`config.mk`:
```
export PLATFORM = sky130hd
export DESIGN_NAME = calendar_clock_advance_core_flat
export DESIGN_NICKNAME = d
export VERILOG_FILES = /design/src/rtl/core/cca_pkg.sv /design/src/rtl/core/cca_intf.sv /design/src/rtl/core/calendar_clock_advance_core.sv /design/src/rtl/core/cca_step.sv /design/src/flat_wrapper.sv
export SDC_FILE = /design/constraint.sdc
export NUM_CORES = 1
export LEC_CHECK = 0
export ABC_AREA = 1
export BUFFER_PORTS_ARGS = -buffer_cell sky130_fd_sc_hd__buf_2
export CAP_MARGIN = 20
export CORE_ASPECT_RATIO = 1.1
export CORE_UTILIZATION = 50
export DETAILED_ROUTE_END_ITERATION = 8
export PLACE_DENSITY = 0.74
export SLEW_MARGIN = 20
export SYNTH_ARGS = -nofsm -noshare
export SYNTH_HDL_FRONTEND = slang
export SYNTH_SLANG_ARGS = --single-unit
```
`constraint.sdc`:
```
create_clock -name clk -period 9.8 [get_ports clk]
set_clock_uncertainty 0.15 [all_clocks]
set_input_delay 1.47 -clock clk [delete_from_list [all_inputs] [get_ports clk]]
set_output_delay 1.47 -clock clk [all_outputs]
set_load 0.01 [all_outputs]
```
`src/rtl/core/cca_pkg.sv`:
```
// ----------------------------------------------------------------------------
// Calendar clock advance package
// Shared types, operation codes and calendar arithmetic helpers.
// ----------------------------------------------------------------------------
package cca_pkg;

	localparam logic [2:0] KIND_TICK = 3'd0;
	localparam logic [2:0] KIND_ADD  = 3'd1;
	localparam logic [2:0] KIND_TEN  = 3'd2;
	localparam logic [2:0] KIND_HOUR = 3'd3;
	localparam logic [2:0] KIND_LOAD = 3'd4;

	localparam logic [8:0] SEC_PER_MIN  = 9'd60;
	localparam logic [6:0] MIN_PER_HOUR = 7'd60;
	localparam logic [5:0] HOUR_PER_DAY = 6'd24;
	localparam logic [4:0] FEB_LEAP     = 5'd29;
	localparam logic [8:0] TEN_SEC      = 9'd10;
	localparam logic [3:0] MONTHS       = 4'd12;
	localparam logic [6:0] LAST_YEAR    = 7'd99;

	typedef struct packed {
		logic [6:0] year;
		logic [3:0] month;
		logic [4:0] day;
		logic [4:0] hour;
		logic [5:0] minute;
		logic [5:0] second;
	} time_t;

	typedef struct packed {
		logic [2:0] kind;
		logic [7:0] amount;
		time_t      load;
	} item_t;

	localparam time_t RESET_TIME = '{
		year: 7'd11, month: 4'd12, day: 5'd21,
		hour: 5'd21, minute: 6'd30, second: 6'd0
	};

	function automatic logic [2:0] div60(input logic [8:0] v);
		logic [2:0] q;
		q = 3'(v >= 9'd60) + 3'(v >= 9'd120) + 3'(v >= 9'd180)
			+ 3'(v >= 9'd240) + 3'(v >= 9'd300);
		return q;
	endfunction

	function automatic logic [2:0] div10(input logic [5:0] v);
		logic [2:0] q;
		q = 3'(v >= 6'd10) + 3'(v >= 6'd20) + 3'(v >= 6'd30)
			+ 3'(v >= 6'd40) + 3'(v >= 6'd50) + 3'(v >= 6'd60);
		return q;
	endfunction

	function automatic logic [4:0] month_len(input logic [3:0] mon, input logic [6:0] yr);
		logic [4:0] len;
		case (mon) inside
			4'd4, 4'd6, 4'd9, 4'd11: len = 5'd30;
			4'd2: len = (yr[1:0] == 2'b00) ? FEB_LEAP : 5'd28;
			default: len = 5'd31;
		endcase
		return len;
	endfunction

endpackage

```
`src/rtl/core/cca_intf.sv`:
```
// ----------------------------------------------------------------------------
// Calendar clock advance channels
// Valid/ready interfaces for the command word and the result word.
// ----------------------------------------------------------------------------
interface cca_item_if;
	logic       valid;
	logic       ready;
	logic [2:0] kind;
	logic [7:0] amount;
	logic [6:0] load_year;
	logic [3:0] load_month;
	logic [4:0] load_day;
	logic [4:0] load_hour;
	logic [5:0] load_minute;
	logic [5:0] load_second;

	modport source (
		output valid, kind, amount, load_year, load_month, load_day,
			load_hour, load_minute, load_second,
		input ready
	);
	modport sink (
		input valid, kind, amount, load_year, load_month, load_day,
			load_hour, load_minute, load_second,
		output ready
	);
endinterface

interface cca_result_if;
	logic       valid;
	logic       ready;
	logic [6:0] cur_year;
	logic [3:0] cur_month;
	logic [4:0] cur_day;
	logic [4:0] cur_hour;
	logic [5:0] cur_minute;
	logic [5:0] cur_second;

	modport source (
		output valid, cur_year, cur_month, cur_day, cur_hour, cur_minute, cur_second,
		input ready
	);
	modport sink (
		input valid, cur_year, cur_month, cur_day, cur_hour, cur_minute, cur_second,
		output ready
	);
endinterface

```
`src/rtl/core/calendar_clock_advance_core.sv`:
```
// ----------------------------------------------------------------------------
// Calendar clock advance core
// Keeps a two-digit-year calendar time and applies one command per word.
// ----------------------------------------------------------------------------
// Each word on the item channel ticks one second, adds up to 255 seconds,
// moves to the next ten-second mark, moves to the next whole hour, loads a
// new time or, for any other kind, leaves the time as it is. Every word
// returns exactly one result word on the result channel holding the time
// after the step. Both channels use valid/ready and a word moves on a clock
// edge where both are high. An accepted word is held in an input register,
// and its result is shown from the time register after it. The step logic
// is a single pass of carry arithmetic, so one word per cycle is sustained
// while the receiver takes every result.
// The time register itself is the result register. While the receiver
// stalls, the result holds, one more word waits in the input register and
// the item channel drops ready until the result is taken.
// Reset clears both stages and sets the time to year 11, month 12, day 21,
// 21:30:00.
// ----------------------------------------------------------------------------
module calendar_clock_advance_core (
	input logic          clk,
	input logic          arst_n,
	cca_item_if.sink     item,
	cca_result_if.source result
);

	logic           valid_s1;
	cca_pkg::item_t item_s1;
	logic           out_valid_q;
	cca_pkg::time_t time_q;
	cca_pkg::time_t time_next;
	logic           adv_s1;

	assign adv_s1     = valid_s1 && (!out_valid_q || result.ready);
	assign item.ready = !valid_s1 || adv_s1;

	always_ff @(posedge clk or negedge arst_n) begin
		if (!arst_n) begin
			valid_s1 <= 1'b0;
		end else if (item.ready) begin
			valid_s1 <= item.valid;
		end
	end

	always_ff @(posedge clk) begin
		if (item.valid && item.ready) begin
			item_s1.kind        <= item.kind;
			item_s1.amount      <= item.amount;
			item_s1.load.year   <= item.load_year;
			item_s1.load.month  <= item.load_month;
			item_s1.load.day    <= item.load_day;
			item_s1.load.hour   <= item.load_hour;
			item_s1.load.minute <= item.load_minute;
			item_s1.load.second <= item.load_second;
		end
	end

	cca_step u_step (
		.cur (time_q),
		.itm (item_s1),
		.nxt (time_next)
	);

	always_ff @(posedge clk or negedge arst_n) begin
		if (!arst_n) begin
			out_valid_q <= 1'b0;
			time_q      <= cca_pkg::RESET_TIME;
		end else begin
			if (adv_s1) begin
				out_valid_q <= 1'b1;
				time_q      <= time_next;
			end else if (result.ready) begin
				out_valid_q <= 1'b0;
			end
		end
	end

	assign result.valid      = out_valid_q;
	assign result.cur_year   = time_q.year;
	assign result.cur_month  = time_q.month;
	assign result.cur_day    = time_q.day;
	assign result.cur_hour   = time_q.hour;
	assign result.cur_minute = time_q.minute;
	assign result.cur_second = time_q.second;

	a_load_lands: assert property (@(posedge clk) disable iff (!arst_n)
		adv_s1 && item_s1.kind == cca_pkg::KIND_LOAD
		|=> time_q == $past(item_s1.load))
		else $error("loaded time did not reach the result");

	a_time_holds: assert property (@(posedge clk) disable iff (!arst_n)
		!adv_s1 |=> $stable(time_q))
		else $error("time changed without an advancing word");

	a_carry_range: assert property (@(posedge clk) disable iff (!arst_n)
		adv_s1 && (item_s1.kind == cca_pkg::KIND_TICK || item_s1.kind == cca_pkg::KIND_ADD
			|| item_s1.kind == cca_pkg::KIND_TEN || item_s1.kind == cca_pkg::KIND_HOUR)
		|=> time_q.second < 6'd60 && time_q.minute < 6'd60 && time_q.hour < 5'd24)
		else $error("carry logic left a field out of range");

	a_stall_holds_s1: assert property (@(posedge clk) disable iff (!arst_n)
		valid_s1 && !adv_s1 |=> valid_s1 && $stable(item_s1))
		else $error("waiting word was lost while the result stalled");

endmodule

```
`src/rtl/core/cca_step.sv`:
```
// ----------------------------------------------------------------------------
// Calendar clock advance step
// Computes the calendar time that follows one command word.
// ----------------------------------------------------------------------------
module cca_step (
	input  cca_pkg::time_t cur,
	input  cca_pkg::item_t itm,
	output cca_pkg::time_t nxt
);

	logic [8:0] sec_sum;
	logic [5:0] min_in;
	logic [5:0] hr_in;
	logic [2:0] sec_q;
	logic [5:0] sec_r;
	logic [6:0] min_sum;
	logic       min_c;
	logic [5:0] min_r;
	logic [5:0] hr_sum;
	logic       hr_c;
	logic [4:0] hr_r;
	logic [5:0] day_sum;
	logic [4:0] len;
	logic       wrap;
	logic [4:0] mon_inc;
	cca_pkg::time_t norm;

	always_comb begin
		sec_sum = {3'b000, cur.second} + 9'd1;
		min_in  = cur.minute;
		hr_in   = {1'b0, cur.hour};
		case (itm.kind)
			cca_pkg::KIND_ADD: begin
				sec_sum = {3'b000, cur.second} + {1'b0, itm.amount};
			end
			cca_pkg::KIND_TEN: begin
				sec_sum = 9'(cca_pkg::div10(cur.second)) * cca_pkg::TEN_SEC
					+ cca_pkg::TEN_SEC;
			end
			cca_pkg::KIND_HOUR: begin
				sec_sum = '0;
				min_in  = '0;
				hr_in   = {1'b0, cur.hour} + 6'd1;
			end
			default: begin
			end
		endcase
	end

	always_comb begin
		sec_q   = cca_pkg::div60(sec_sum);
		sec_r   = 6'(sec_sum - 9'(sec_q) * cca_pkg::SEC_PER_MIN);
		min_sum = {1'b0, min_in} + 7'(sec_q);
		min_c   = (min_sum >= cca_pkg::MIN_PER_HOUR);
		min_r   = 6'(min_c ? min_sum - cca_pkg::MIN_PER_HOUR : min_sum);
		hr_sum  = hr_in + 6'(min_c);
		hr_c    = (hr_sum >= cca_pkg::HOUR_PER_DAY);
		hr_r    = 5'(hr_c ? hr_sum - cca_pkg::HOUR_PER_DAY : hr_sum);
		day_sum = {1'b0, cur.day} + 6'(hr_c);
		len     = cca_pkg::month_len(cur.month, cur.year);
		wrap    = (day_sum > {1'b0, len});
		mon_inc = {1'b0, cur.month} + 5'd1;

		norm.second = sec_r;
		norm.minute = min_r;
		norm.hour   = hr_r;
		norm.day    = 5'(wrap ? day_sum - {1'b0, len} : day_sum);
		norm.month  = cur.month;
		norm.year   = cur.year;
		if (wrap) begin
			if (mon_inc > {1'b0, cca_pkg::MONTHS}) begin
				norm.month = 4'd1;
				norm.year  = (cur.year >= cca_pkg::LAST_YEAR) ? 7'd0 : cur.year + 7'd1;
			end else begin
				norm.month = mon_inc[3:0];
			end
		end
	end

	always_comb begin
		case (itm.kind)
			cca_pkg::KIND_TICK, cca_pkg::KIND_ADD,
			cca_pkg::KIND_TEN, cca_pkg::KIND_HOUR: nxt = norm;
			cca_pkg::KIND_LOAD: nxt = itm.load;
			default: nxt = cur;
		endcase
	end

endmodule

```
`src/flat_wrapper.sv`:
```
// flat-port wrapper written by rule: the top's interface ports become plain ports
module calendar_clock_advance_core_flat 
  (clk, arst_n, item_valid, item_kind, item_amount, item_load_year, item_load_month, item_load_day, item_load_hour, item_load_minute, item_load_second, item_ready, result_valid, result_cur_year, result_cur_month, result_cur_day, result_cur_hour, result_cur_minute, result_cur_second, result_ready);
  cca_item_if item_i ();
  cca_result_if result_i ();
  input logic clk;
  input logic arst_n;
  input wire logic [$bits(item_i.valid)-1:0] item_valid;
  input wire logic [$bits(item_i.kind)-1:0] item_kind;
  input wire logic [$bits(item_i.amount)-1:0] item_amount;
  input wire logic [$bits(item_i.load_year)-1:0] item_load_year;
  input wire logic [$bits(item_i.load_month)-1:0] item_load_month;
  input wire logic [$bits(item_i.load_day)-1:0] item_load_day;
  input wire logic [$bits(item_i.load_hour)-1:0] item_load_hour;
  input wire logic [$bits(item_i.load_minute)-1:0] item_load_minute;
  input wire logic [$bits(item_i.load_second)-1:0] item_load_second;
  output wire logic [$bits(item_i.ready)-1:0] item_ready;
  output wire logic [$bits(result_i.valid)-1:0] result_valid;
  output wire logic [$bits(result_i.cur_year)-1:0] result_cur_year;
  output wire logic [$bits(result_i.cur_month)-1:0] result_cur_month;
  output wire logic [$bits(result_i.cur_day)-1:0] result_cur_day;
  output wire logic [$bits(result_i.cur_hour)-1:0] result_cur_hour;
  output wire logic [$bits(result_i.cur_minute)-1:0] result_cur_minute;
  output wire logic [$bits(result_i.cur_second)-1:0] result_cur_second;
  input wire logic [$bits(result_i.ready)-1:0] result_ready;
  assign item_i.valid = item_valid;
  assign item_i.kind = item_kind;
  assign item_i.amount = item_amount;
  assign item_i.load_year = item_load_year;
  assign item_i.load_month = item_load_month;
  assign item_i.load_day = item_load_day;
  assign item_i.load_hour = item_load_hour;
  assign item_i.load_minute = item_load_minute;
  assign item_i.load_second = item_load_second;
  assign item_ready = item_i.ready;
  assign result_valid = result_i.valid;
  assign result_cur_year = result_i.cur_year;
  assign result_cur_month = result_i.cur_month;
  assign result_cur_day = result_i.cur_day;
  assign result_cur_hour = result_i.cur_hour;
  assign result_cur_minute = result_i.cur_minute;
  assign result_cur_second = result_i.cur_second;
  assign result_i.ready = result_ready;
  calendar_clock_advance_core u_core (.clk(clk), .arst_n(arst_n), .item(item_i), .result(result_i));
endmodule
```
==> flow_summary.yaml <==
setup_path:
  required_ps: 9860
  end_kind: "register"
  r2r_setup_slack_ps: 490
  cp_max_fo: 10
  cpMaxStageDelayCell: "fa_1"
  startpoint_type: "register"
  r2r_start: "u_core.result.cur_second[1]$_DFFE_PN0P_"
  worstRegToRegCells: 55
  r2r-end: "u_core.result.cur_year[5]$_DFFE_PN0P_"
  arrival_ps: 9370
  cpPeakStageDelay_ps: 530
  crit_type: "register to register"
  cp-startpoint: "u_core.result.cur_second[1]$_DFFE_PN0P_"
yosys:
  synth.largest_area_cell: "edfxtp_1"
  async_flop_share_pct: 44.30
  synth_area_sq_mm: 0.005365
  yosysSeqAreaShare_pct: 41.30
  ys_warn_count: 0
  post_synth_num_cell_types: 41
  netlist_instances: 645
  synth_fa_ha_area_share_pct: 12.45
  synth-seq-cells: 79
  synth_top_family_by_area: "simple AND/OR/NAND/NOR gates"
  synth_edf_count: 44
  synth-xor-area-share_pct: 2.612
  ys.flop_type: "edfxtp_1"
  syn_avg_cell_area_sq_um: 8.318
  muxShareOfSynthArea_pct: 0
  synth-simple-area-share_pct: 26.98
  synth_compound_area_share_pct: 9.888
  synth_area_leaders: "edfxtp_1 25%, nand2_1 10%, dfrtp_1 9.3%, ha_1 9.1%, dfstp_2 7.3%"
  syn-num-nets: 741
  synth_top_area_share_pct: 24.63
global_routing:
  grt_overflow: 0
  grt_util_all_layers_pct: 23.09
  grt_max_degree: 37
  grt_first_pass_wirelength_microns: 20410
  grt_pass1_vias: 4565
  grt_antenna_before_repair: 0
floorplanning:
  core_sq_mm: 0.01039
  die_area_sq_mm: 0.01115
  fp.dieH_microns: 110.6
  num_rows: 39
  boundaryPins: 83
  dieWidth_microns: 100.8
  start_util_pct: 51.62
detailed_routing:
  vias: 4694
  postRouteAntennaNets: 0
  maxUsedRoutingLayer: "met4"
  dr_wl_met3_microns: 431
  wl_microns: 12520
  met2WireLength_microns: 6346
  drc: 0
  wl_per_cell_microns: 14.09
  firstDrtPassIters: 5
  met1_length_microns: 5475
  drt_iter0_drc: 248
  routed_via_density: 5.286
placed_design:
  port_buffers: 82
  dp.final_hpwl_microns: 9004
  place_inst: 866
  gp_congestion: 0.8812
clock_network:
  insertion_delay_ps: 340
  cts_root_buffer: "clkbuf_16"
  cts-buffers-inserted: 9
  clk_path_buf_depth: 2
  cts_tree: "done"
  postCtsHoldBufs: 0
  htree_levels: 3
  clk_pin_slew_ps: 60
  cts.sinks: 79
final_layout:
  multi_input_area_sq_mm: 0.002920
  instances_no_fill: 888
  drive_gt1_share_pct: 26.71
  diodes: 0
  final_cell_mix: "146 x nand2_1, 82 x buf_2, 70 x inv_1, 57 x nor2_1, 44 x edfxtp_1"
  nets: 836
  utilization_pct: 62.20
  mostFrequentLayoutCell: "nand2_1"
  nFillCells: 872
  syn2layout_area_growth_pct: 20.50
  layout.area.seq_sq_mm: 0.002217
power:
  p_leak_nw: 3.048
  power.density_mw_per_mm2: 319.9
  report.power.total_mw: 2.068
  ir_drop_mv: 0.2002
sta:
  finalCriticalPeriod_ps: 9312
  min_period_over_period_pct: 95.02
  fmax_ghz: 0.1074
  setup_viol: 0
  max_slew_margin_pct: 44.20
  final-hold-violation-count: 0
  tightest_slew_ps: 837.0
  slew_viol_final: 0
hold_path:
  hp-start: "u_core.result.cur_day[0]$_DFFE_PN1P_"
  min_to: "u_core.result.cur_day[0]$_DFFE_PN1P_"
  hold_path_depth: 2
  min_path_type: "register to register"
run_status:
  status: "finished clean"
flow_run:
  cap_viol_max_count: 0
-- per-stage QoR --
stage               hold WS [ps]  cell area (sq um)  setup slack (ps)  setup TNS (ps)
finish                     336.9               6465             487.8               0
global route               361.7               6465            -81.20          -536.1
CTS                        335.4               6286             6.235               0
detailed placement         326.8               5947            -141.7           -1077
global placement           317.7               5947             317.7               0
floorplan                  303.2               5365             509.0               0
-- power breakdown --
part	leakage, nW	internal (mW)	switching (mW)	total [mW]
registers	0.825	0.455	0.0974	0.552
clock network	0.154	0.229	0.126	0.355
logic	2.07	0.464	0.697	1.16
-- synthesized netlist by cell type (2+ instances only) --
master / count
edfxtp_1: 44
inv_1: 74
nand3_1: 48
nor2_2: 3
dfrtp_1: 20
o21ai_0: 37
o22ai_1: 4
buf_2: 3
inv_2: 9
ha_1: 39
nor2_1: 59
nand3b_1: 2
nand4_1: 16
o21ai_1: 4
clkbuf_1: 5
o21ai_2: 2
nor3_1: 8
fa_1: 9
nand3_2: 3
o21bai_1: 2
or2_2: 5
dfstp_2: 15
a21oi_2: 4
xnor2_1: 10
o211ai_1: 5
nand2_2: 12
a21oi_1: 28
a31oi_1: 5
xor2_1: 6
nor2_4: 4
nand2_1: 150
-- layout make-up --
class | count | share of cell area (%)
clock buffers | 12 | 3.813
multi-input cells | 473 | 45.17
well taps | 143 | 2.768
flip-flops and latches | 79 | 34.29
repair buffers | 93 | 7.935
inverters | 84 | 4.955
clock inverters | 4 | 1.064
-- cells by family (layout without fill, tap and decap cells) --
group,after synthesis,count (layout)
flip-flops,79,79
AO/OA/AOI/OAI,93,93
XOR/XNOR,16,16
buffers and inverters,93,193
adder cells (fa/ha/maj),48,48
AND/OR/NAND/NOR,316,316
-- worst max-delay path by stage --
| stage | endpoint | cells past startpoint | slack (ps) |
|---|---|---|---|
| floorplan | u_core.result.cur_year[5]$_DFFE_PN0P_ | 50 | 510 |
| global placement | u_core.result.cur_year[4]$_DFFE_PN0P_ | 54 | 320 |
| global route | u_core.result.cur_year[5]$_DFFE_PN0P_ | 55 | -80 |
| detailed placement | u_core.result.cur_year[4]$_DFFE_PN0P_ | 55 | -140 |
| CTS | u_core.result.cur_year[5]$_DFFE_PN0P_ | 55 | 6 |
| finish | u_core.result.cur_year[5]$_DFFE_PN0P_ | 55 | 490 |
-- registers in the layout (all words and copies together) (netlist names) --
register	cells
u_core.item_s1	44
u_core.result.cur_year	7
u_core.result.cur_minute	6
u_core.result.cur_second	6
u_core.result.cur_day	5
u_core.result.cur_hour	5
u_core.result.cur_month	4
u_core.result.valid	1
u_core.valid_s1	1
-- metal layers --
layer / up-vias / global-route usage [%]
met4: 0 / 8.309
met2: 125 / 39.50
li1: 2340 / -
met3: 24 / 3.354
met5: - / 0
met1: 2205 / 29.50
-- what timing repair did --
item	4_1_cts	5_1_grt
setup endpoints to repair	14	16
resized for setup	4	30
endpoints found under the hold margin	0	0
buffers inserted	1	4
pin swaps	0	9
-- worst max-delay path, delay by kind of cell (launching register included) --
| family | cells | cell delay, ps |
|---|---|---|
| and+or+nand+nor | 26 | 2490 |
| DFF | 1 | 370 |
| adders and majority gates | 16 | 5120 |
| AOI/OAI and AO/OA | 3 | 280 |
| buffers and inverters | 10 | 750 |
Power figures use the tool's default switching activity.
